`config.mk`:
```
export PLATFORM = sky130hd
export DESIGN_NAME = fraction_add_sub_reduce
export DESIGN_NICKNAME = d
export VERILOG_FILES = /design/src/fasr_pkg.sv /design/src/fraction_add_sub_reduce.sv
export SDC_FILE = /design/constraint.sdc
export NUM_CORES = 2
export LEC_CHECK = 0
export BUFFER_PORTS_ARGS = -buffer_cell sky130_fd_sc_hd__buf_2
export CAP_MARGIN = 20
export CORE_UTILIZATION = 55
export CTS_CLUSTER_DIAMETER = 40
export DETAILED_ROUTE_END_ITERATION = 7
export PLACE_DENSITY_LB_ADDON = 0.2
export SLEW_MARGIN = 10
export SYNTH_ARGS = -nofsm -noshare
export SYNTH_HDL_FRONTEND = slang
export SYNTH_SLANG_ARGS = --single-unit
export TNS_END_PERCENT = 50
```
`constraint.sdc`:
```
create_clock -name clk -period 8.88 [get_ports clk]
set_input_delay 0.444 -clock clk [delete_from_list [all_inputs] [get_ports clk]]
set_output_delay 0.444 -clock clk [all_outputs]
set_load 0.01 [all_outputs]
```
`src/fasr_pkg.sv`:
```
// Shared types and width constants for the fraction add/subtract and reduce block.
package fasr_pkg;

	// Width of each input numerator and denominator.
	localparam int IN_WIDTH = 16;
	// Widths of the reduced result fields.
	localparam int NUM_W = 33;
	localparam int DEN_W = 32;
	// Width of one cross product; the signed sum of two of them takes one bit more.
	localparam int PROD_W = 2 * IN_WIDTH;
	// Width of a magnitude taken from the sum or the denominator product.
	localparam int MAG_W = PROD_W + 1;
	// Width of the shared add/subtract unit, with headroom for the sign of a difference.
	localparam int ALU_W = MAG_W + 2;
	// Width of the division step counter.
	localparam int CNT_W = $clog2(MAG_W + 1);

	// Operation codes carried in the kind field.
	localparam logic KIND_ADD = 1'b0;
	localparam logic KIND_SUB = 1'b1;

	// One input beat.
	typedef struct packed {
		logic                        kind;
		logic signed [IN_WIDTH-1:0]  first_num;
		logic signed [IN_WIDTH-1:0]  first_den;
		logic signed [IN_WIDTH-1:0]  second_num;
		logic signed [IN_WIDTH-1:0]  second_den;
	} cmd_t;

	// One result beat.
	typedef struct packed {
		logic signed [NUM_W-1:0] reduced_num;
		logic signed [DEN_W-1:0] reduced_den;
		logic                    error;
	} result_t;

endpackage

```
`src/fraction_add_sub_reduce.sv`:
```
// Top level: a/b +/- c/d reduced by the greatest common divisor, on one shared multiplier and adder.
// Steps: three products, the sum, the numerator magnitude, then the denominator magnitude; a zero
// denominator ends the item there with the error beat. Otherwise common factors of two are stripped,
// the binary gcd runs (halvings, swaps and subtractions), and two restoring divisions give the
// reduced numerator and denominator. One item at a time: busy is high until the result beat is out.
// The done strobe lasts one cycle and cannot be held off. arst_n clears the sequencer and strobe.
module fraction_add_sub_reduce
	import fasr_pkg::*;
(
	input  logic    clk,
	input  logic    arst_n,
	input  logic    start,
	output logic    busy,
	input  cmd_t    cmd,
	output logic    done,
	output result_t result
);

	typedef enum logic [3:0] {
		IDLE,
		MUL_P,
		MUL_Q,
		MUL_D,
		SUM,
		ABS_N,
		ABS_D,
		EVEN,
		GCD,
		DIV_N,
		FIX_N,
		DIV_D,
		FIX_D
	} state_t;

	state_t state_q;

	// Captured operands.
	logic                       kind_q;
	logic signed [IN_WIDTH-1:0] an_q, ad_q, bn_q, bd_q;

	// Products, sum and magnitudes.
	logic signed [PROD_W-1:0]   p_q, q_q, dp_q;
	logic signed [PROD_W:0]     n_q;
	logic                       sn_q, sd_q;
	logic [MAG_W-1:0]           mn_q, md_q;
	logic [MAG_W-1:0]           a_q, b_q;

	// Divider registers.
	logic [MAG_W-1:0]           dvd_q;
	logic [MAG_W:0]             rem_q;
	logic [CNT_W-1:0]           cnt_q;

	// Output registers.
	result_t                    result_q;
	logic                       done_q;

	// Shared multiplier datapath.
	logic signed [IN_WIDTH-1:0] mul_x, mul_y;
	logic signed [PROD_W-1:0]   prod;

	// Shared add/subtract datapath.
	logic [ALU_W-1:0]           alu_a, alu_b, alu_y;
	logic                       alu_sub;
	logic                       alu_neg;
	logic [MAG_W:0]             rem_sh;

	// Multiplier operand selection for the three products.
	always_comb begin
		unique case (state_q)
			MUL_P: begin
				mul_x = an_q;
				mul_y = bd_q;
			end
			MUL_Q: begin
				mul_x = bn_q;
				mul_y = ad_q;
			end
			default: begin
				mul_x = ad_q;
				mul_y = bd_q;
			end
		endcase
	end

	assign prod = mul_x * mul_y;

	// Partial remainder shifted left by one dividend bit.
	assign rem_sh = {rem_q[MAG_W-1:0], dvd_q[MAG_W-1]};

	// Adder operand selection for each step of the sequence.
	always_comb begin
		alu_a   = '0;
		alu_b   = '0;
		alu_sub = 1'b1;
		unique case (state_q)
			SUM: begin
				alu_a   = ALU_W'(p_q);
				alu_b   = ALU_W'(q_q);
				alu_sub = (kind_q == KIND_SUB);
			end
			ABS_N: alu_b = ALU_W'(n_q);
			ABS_D: alu_b = ALU_W'(dp_q);
			GCD: begin
				alu_a = ALU_W'(a_q);
				alu_b = ALU_W'(b_q);
			end
			DIV_N, DIV_D: begin
				alu_a = ALU_W'(rem_sh);
				alu_b = ALU_W'(b_q);
			end
			FIX_N, FIX_D: alu_b = ALU_W'(dvd_q);
			default: begin
				alu_a = '0;
				alu_b = '0;
			end
		endcase
	end

	assign alu_y   = alu_a + (alu_sub ? ~alu_b : alu_b) + ALU_W'(alu_sub);
	assign alu_neg = alu_y[ALU_W-1];

	// Sequencer, datapath registers and registered outputs.
	always_ff @(posedge clk or negedge arst_n) begin
		if (!arst_n) begin
			state_q <= IDLE;
			done_q  <= 1'b0;
		end else begin
			done_q <= 1'b0;
			unique case (state_q)
				IDLE: begin
					if (start) begin
						kind_q  <= cmd.kind;
						an_q    <= cmd.first_num;
						ad_q    <= cmd.first_den;
						bn_q    <= cmd.second_num;
						bd_q    <= cmd.second_den;
						state_q <= MUL_P;
					end
				end
				MUL_P: begin
					p_q     <= prod;
					state_q <= MUL_Q;
				end
				MUL_Q: begin
					q_q     <= prod;
					state_q <= MUL_D;
				end
				MUL_D: begin
					dp_q    <= prod;
					state_q <= SUM;
				end
				SUM: begin
					n_q     <= alu_y[PROD_W:0];
					state_q <= ABS_N;
				end
				ABS_N: begin
					// Magnitude of the numerator feeds both the gcd and the divider.
					sn_q    <= n_q[PROD_W];
					mn_q    <= n_q[PROD_W] ? alu_y[MAG_W-1:0] : MAG_W'(unsigned'(n_q));
					a_q     <= n_q[PROD_W] ? alu_y[MAG_W-1:0] : MAG_W'(unsigned'(n_q));
					state_q <= ABS_D;
				end
				ABS_D: begin
					if (dp_q == '0) begin
						// Zero denominator: flag it and give zero fields.
						result_q.reduced_num <= '0;
						result_q.reduced_den <= '0;
						result_q.error       <= 1'b1;
						done_q               <= 1'b1;
						state_q              <= IDLE;
					end else begin
						sd_q    <= dp_q[PROD_W-1];
						md_q    <= dp_q[PROD_W-1] ? alu_y[MAG_W-1:0]
							: MAG_W'(unsigned'(dp_q));
						b_q     <= dp_q[PROD_W-1] ? alu_y[MAG_W-1:0]
							: MAG_W'(unsigned'(dp_q));
						state_q <= EVEN;
					end
				end
				EVEN: begin
					// Strip common factors of two from the operands and from the values
					// to divide, so the odd gcd that follows divides both exactly.
					if (!a_q[0] && !b_q[0]) begin
						a_q  <= a_q >> 1;
						b_q  <= b_q >> 1;
						mn_q <= mn_q >> 1;
						md_q <= md_q >> 1;
					end else begin
						state_q <= GCD;
					end
				end
				GCD: begin
					// Binary gcd: one halving, swap or halved difference per cycle.
					priority if (a_q == '0) begin
						dvd_q   <= mn_q;
						rem_q   <= '0;
						cnt_q   <= '0;
						state_q <= DIV_N;
					end else if (!a_q[0]) begin
						a_q <= a_q >> 1;
					end else if (!b_q[0]) begin
						b_q <= b_q >> 1;
					end else if (alu_neg) begin
						a_q <= b_q;
						b_q <= a_q;
					end else begin
						a_q <= alu_y[MAG_W:1];
					end
				end
				DIV_N, DIV_D: begin
					// Restoring division: one quotient bit per cycle.
					rem_q <= alu_neg ? rem_sh : alu_y[MAG_W:0];
					dvd_q <= {dvd_q[MAG_W-2:0], ~alu_neg};
					cnt_q <= cnt_q + 1'b1;
					if (cnt_q == CNT_W'(MAG_W - 1)) begin
						state_q <= (state_q == DIV_N) ? FIX_N : FIX_D;
					end
				end
				FIX_N: begin
					// Restore the numerator sign, then start on the denominator.
					result_q.reduced_num <= NUM_W'(sn_q ? alu_y[MAG_W-1:0] : dvd_q);
					dvd_q                <= md_q;
					rem_q                <= '0;
					cnt_q                <= '0;
					state_q              <= DIV_D;
				end
				FIX_D: begin
					result_q.reduced_den <= DEN_W'(sd_q ? alu_y[MAG_W-1:0] : dvd_q);
					result_q.error       <= 1'b0;
					done_q               <= 1'b1;
					state_q              <= IDLE;
				end
				default: state_q <= IDLE;
			endcase
		end
	end

	assign busy   = (state_q != IDLE);
	assign done   = done_q;
	assign result = result_q;

	// An accepted beat makes the block busy on the next cycle.
	a_accept_busy: assert property (@(posedge clk) disable iff (!arst_n)
		start && !busy |=> busy)
		else $error("block not busy after an accepted beat");

	// The result strobe is never asserted in consecutive cycles.
	a_done_single: assert property (@(posedge clk) disable iff (!arst_n)
		done |=> !done)
		else $error("result strobe held for more than one cycle");

	// An error beat carries zero fields; a good beat never has a zero denominator.
	a_error_fields: assert property (@(posedge clk) disable iff (!arst_n)
		done |-> (result.error ? (result.reduced_num == '0 && result.reduced_den == '0)
			: (result.reduced_den != '0)))
		else $error("result fields disagree with the error flag");

	// The gcd loop never runs with a zero second operand.
	a_gcd_nonzero: assert property (@(posedge clk) disable iff (!arst_n)
		state_q == GCD |-> b_q != '0)
		else $error("gcd operand became zero");

endmodule
```
# After elaboration in Yosys (flattened, before gate mapping)
# Cells that the tools add are included.
# classes
n_mul	1
n_eq_ne	24
n_mux	46
n_reduce_logical	34
n_bitwise	3
addsub	3
# ops
op	n
$mux 33	19
$pmux 33 s3	4
$pmux 33 s2	4
$pmux 35 s5	1
$pmux 35 s3	1
$mux 66	1
$pmux 4 s11	1
$add 35x1->35	1
$add 35x35->35	1
$mux 35	1
$not 35->35	1
$logic_not 33->1	1
$logic_not 32->1	1
$mul 16x16->32	1
$mux 32	1
$pmux 16 s2	1
$eq 4x4->1 const B	5
$ne 2x2->1 const B	9
$pmux 6 s3	1
$reduce_and 3->1	6
$eq 4x3->1 const B	4
$mux 16	1
$mux 4	4
$reduce_and 4->1	3
22 further kinds	38
# word_totals
regBits	471
elab_cells	136

# Longest topological paths before layout
# depth
word_depth	12
mapped_depth	33
ltp_nobuf	28

# Least setup slack after synthesis
# OpenSTA, ideal clock, no wires.
# synth_path
path_type	register to register
from	register state_q[1]
to	register dp_q[31] (data pin)
setup_slack_ns	1.086
t_arrival_ns	7.524
stages_incl_launch_ff	28
path_cell_list	dfrtp_1 > buf_2 > buf_2 > nand2b_1 > nor3_1 > clkbuf_1 > mux2i_1 > clkbuf_1 > nor2_1 > fa_1 > inv_1 > fa_1 > fa_1 > fa_1 > inv_1 > fa_1 > inv_1 > fa_1 > inv_1 > ha_1 > a21o_1 > a21o_1 > a211oi_1 > o21ai_0 > o41ai_1 > o21ai_0 > o22ai_1 > xnor2_1
# synth_between
elab_chain_cells	3
elab_cells_between_ends	5
classes_between	mul: 1; eq/ne: 2; mux: 2
# synth_lines
item	line	rtl
start: declaration	fraction_add_sub_reduce.sv:35	state_t state_q;
start signal: assignment	fraction_add_sub_reduce.sv:216	state_q <= (state_q == DIV_N) ? FIX_N : FIX_D;
$eq 4x2->1 or $eq 4x1->1 (tied branches)	fraction_add_sub_reduce.sv:69	unique case (state_q)
$pmux 16 s2 or $mux 16 (tied branches)	fraction_add_sub_reduce.sv:69	
$mul 16x16->32 *	fraction_add_sub_reduce.sv:85	assign prod = mul_x * mul_y;
net prod[31]	fraction_add_sub_reduce.sv:59	logic signed [PROD_W-1:0] prod;
end signal: assignment	fraction_add_sub_reduce.sv:149	dp_q <= prod;
end: declaration	fraction_add_sub_reduce.sv:42	logic signed [PROD_W-1:0] p_q, q_q, dp_q;
# The timed path passes the listed nets; every way through them passes the cells marked *.
# A chain may end at the register's enable or synchronous reset.

# Worst setup path after layout
# layout_path
from	register state_q[0]
to	register q_q[26] (data pin)
# layout_between
elab_chain_cells	3
elab_cells_between_ends	5
classes_between	mul: 1; eq/ne: 2; mux: 2
# layout_lines
item	line	rtl
$eq 4x2->1 or $eq 4x1->1 (tied branches)	fraction_add_sub_reduce.sv:69	
$pmux 16 s2 or $mux 16 (tied branches)	fraction_add_sub_reduce.sv:69	
$mul 16x16->32 *	fraction_add_sub_reduce.sv:85	
net prod[26]	fraction_add_sub_reduce.sv:59	
end signal: assignment	fraction_add_sub_reduce.sv:145	q_q <= prod;
end: declaration	fraction_add_sub_reduce.sv:42	
# Marks and branches as above.

==> flow_summary.yaml <==
run_status:
  status: "complete, but fails checks"
  violations: "DRC"
routing:
  drtIter0Drc: 3278
  wl_per_cell_um: 26.0
  drc: 5
  via_per_inst: 6.33
  ant_nets: 0
  first_pass_iters: 8
  wirelength_mm: 110
  num_vias: 26700
cts:
  cts_root_buffer: "clkbuf_16"
  cts_made_buffers: 76
  path_clk_slew_ns: 0.06
  worstSkewPairLatency_ns: 0.64
  cts_sinks: 471
  tritoncts: "done"
  clk_path_buf_depth: 3
  cts_max_level: 3
  postCtsSetupBuffers: 0
synth:
  yosysTopAreaCellShare_pct: 41.4
  synth.ff_latch_count: 471
  syn_area_mm2: 0.0338
  synth-edff-count: 466
  synth.most_common_cell: "edfxtp_1"
  seq_area_frac_synth_pct: 41.7
  yosysUniqueCellTypes: 80
  syn_nets: 3672
  synthCells: 3224
  yosys.area.top_type: "edfxtp_1"
  synth-async-reset-ratio_pct: 1.06
  yosys_warnings: 0
  synth_flop_cell: "edfxtp_1"
  ys_top_cells_by_count: "466 x edfxtp_1, 371 x inv_1, 330 x nor2_1"
  avgSynthCellArea_um2: 10.5
  netlist_top_cells_area: "edfxtp_1 41%, fa_1 16%, ha_1 4.3%"
place:
  pre_cts_slack_ns: 0.250
  place_congestion: 1.00
  io_buffers: 135
  place_inst: 4017
  dpl.hpwl_mm: 79.3
setup_path:
  crit_chain: "nand2b_1 > nor3_2 > buf_4 > mux2_2 > nand2_1 > inv_1 > fa_1 > fa_1 > fa_1 > fa_1 > fa_1 > inv_1 > fa_1 > inv_1 > ha_1 > a21oi_1 > o21ai_0 > nor2b_1 > a21oi_1 > a221oi_2 > o21bai_1 > a21oi_1 > xnor2_1"
  startpoint_type: "flip-flop"
  end_kind: "flip-flop"
  path_common_cell: "fa_1"
  arrival_ns: 8.81
  critical_path.max_fanout: 25
  required_ns: 9.23
  critPathKind: "reg2reg"
  rrSetupSlack_ns: 0.42
  crit_path_top_delay_cell: "fa_1"
  crit_path_max_incr_delay_ns: 0.74
die:
  start_util_pct: 55.9
  die_area_mm2: 0.0625
  num_rows: 90
  die_w_um: 250
  io_pins: 136
  core_area_mm2: 0.0606
  die_y_um: 250
timing:
  max_freq_mhz: 118
  fin_crit_ns: 8.46
  fin_crit_sh_pct: 95.3
  finalHoldViolCount: 0
  whs_ns: 0.0819
  finalSetupViolations: 0
  worst_pin_slew_ns: 1.17
  drv_slew: 0
  max_slew_margin_pct: 22.3
  clock_skew_ns: 0.0299
  final.setup.worst_slack_ns: 0.419
  finalSetupTns_ns: 0
grt:
  grt_overflow_total: 0
  antenna_found_initial: 1
  grt_first_pass_wirelength_mm: 167
  track_usage_pct: 35.6
  grt_max_degree: 76
  grt_pass1_vias: 27200
finish:
  finalNonFillerCells: 4223
  syn_to_final_growth_pct: 14.7
  nets: 3826
  drive_gt1_share_pct: 11.5
  diodes: 0
flow_run:
  drv_cap: 0
worst_hold_path:
  hold_class: "in2reg"
[cells by family after synthesis]
kind of cell	count (synthesis)	share of synthesized area, %
AO/OA/AOI/OAI	699	13.9
multiplexers	132	4.03
AND/OR/NAND/NOR	881	11.6
XOR/XNOR	98	2.54
buffers and inverters	563	6.38
adder cells (fa/ha/maj)	380	19.9
flip-flops	471	41.7
[final timing paths]
path                            startpoint  cells past startpoint    endpoint
worst max register to register  state_q[0]                     23     q_q[26]
worst min register to register     md_q[3]                      1     md_q[2]
min in group asynchronous           arst_n                      2        done
worst max-delay path            state_q[0]                     23     q_q[26]
max in group asynchronous           arst_n                      2  state_q[0]
worst min-delay path               cmd[64]                      1      kind_q
[state kept, by name, indices dropped and copies added, names as in the netlist, 4 cells and up]
| name | count |
|---|---|
| result | 66 |
| a_q | 33 |
| b_q | 33 |
| dvd_q | 33 |
| md_q | 33 |
| mn_q | 33 |
| n_q | 33 |
| rem_q | 33 |
| dp_q | 32 |
| p_q | 32 |
| q_q | 32 |
| ad_q | 16 |
| an_q | 16 |
| bd_q | 16 |
| bn_q | 16 |
| cnt_q | 6 |
| state_q | 4 |
[routing by layer]
layer | track usage (%) | wire (um) | part of all wire, %
met5 | 0 | 7 | 0.0064
met4 | 15.1 | 4840 | 4.4
met3 | 7.69 | 11900 | 11
met2 | 58.3 | 51800 | 47
met1 | 45.9 | 41300 | 38
[worst max-delay path, delay by kind of cell (launching register included)]
| family | cells | cell delay, ns |
|---|---|---|
| fa+ha+maj | 7 | 3.60 |
| mux | 1 | 0.49 |
| xor+xnor | 1 | 0.55 |
| compound gates | 6 | 1.38 |
| flops | 1 | 0.40 |
| simple gates | 4 | 1.04 |
| buf+inv | 4 | 0.68 |
[final cells by class]
class | instances | area (um2)
fill | 4902 | 21800
multi-input combinational | 2190 | 17800
sequential | 471 | 14100
clock buffer | 86 | 2000
timing repair buffer | 265 | 1820
inverter | 374 | 1400
tap | 782 | 978
clock inverter | 55 | 717
[placed cells by master, fill, tap and decap left out, types with 10 or more instances in the layout]
cell,n
nor3_1,15
nor2b_1,10
inv_1,371
o221ai_1,14
nand2b_1,24
xnor2_1,83
and3_1,47
o211ai_1,14
o21ai_1,12
a211oi_1,25
clkbuf_16,77
a22oi_1,137
nand4_1,12
o21ai_0,117
fa_1,263
xor2_1,14
a31oi_1,11
dlygate4sd3_1,65
mux2_2,15
nand3_1,63
buf_2,135
a222oi_1,36
o21bai_1,13
ha_1,117
a21o_1,37
buf_4,64
nor4_1,16
nor2_1,325
mux2i_1,114
edfxtp_1,466
or2_2,10
a21oi_1,197
bufinv_16,10
nand2_1,289
and2_1,33
clkinv_1,11
[timing repair]
item	4_1_cts	5_1_grt
hold endpoints to repair	69	0
gates resized for setup	0	5
hold buffers	65	0
endpoints found under the setup margin	0	21
[per-stage QoR]
stage,util [%],instance area [um2]
finish,64.1,38800
global route,64.1,38800
CTS,64.0,38800
detailed placement,58.5,35400
global placement,58.5,35400
floorplan,-,33800
Power is not shown: default switching activity piles up to over one toggle a cycle in this logic, so the estimate is an artifact.
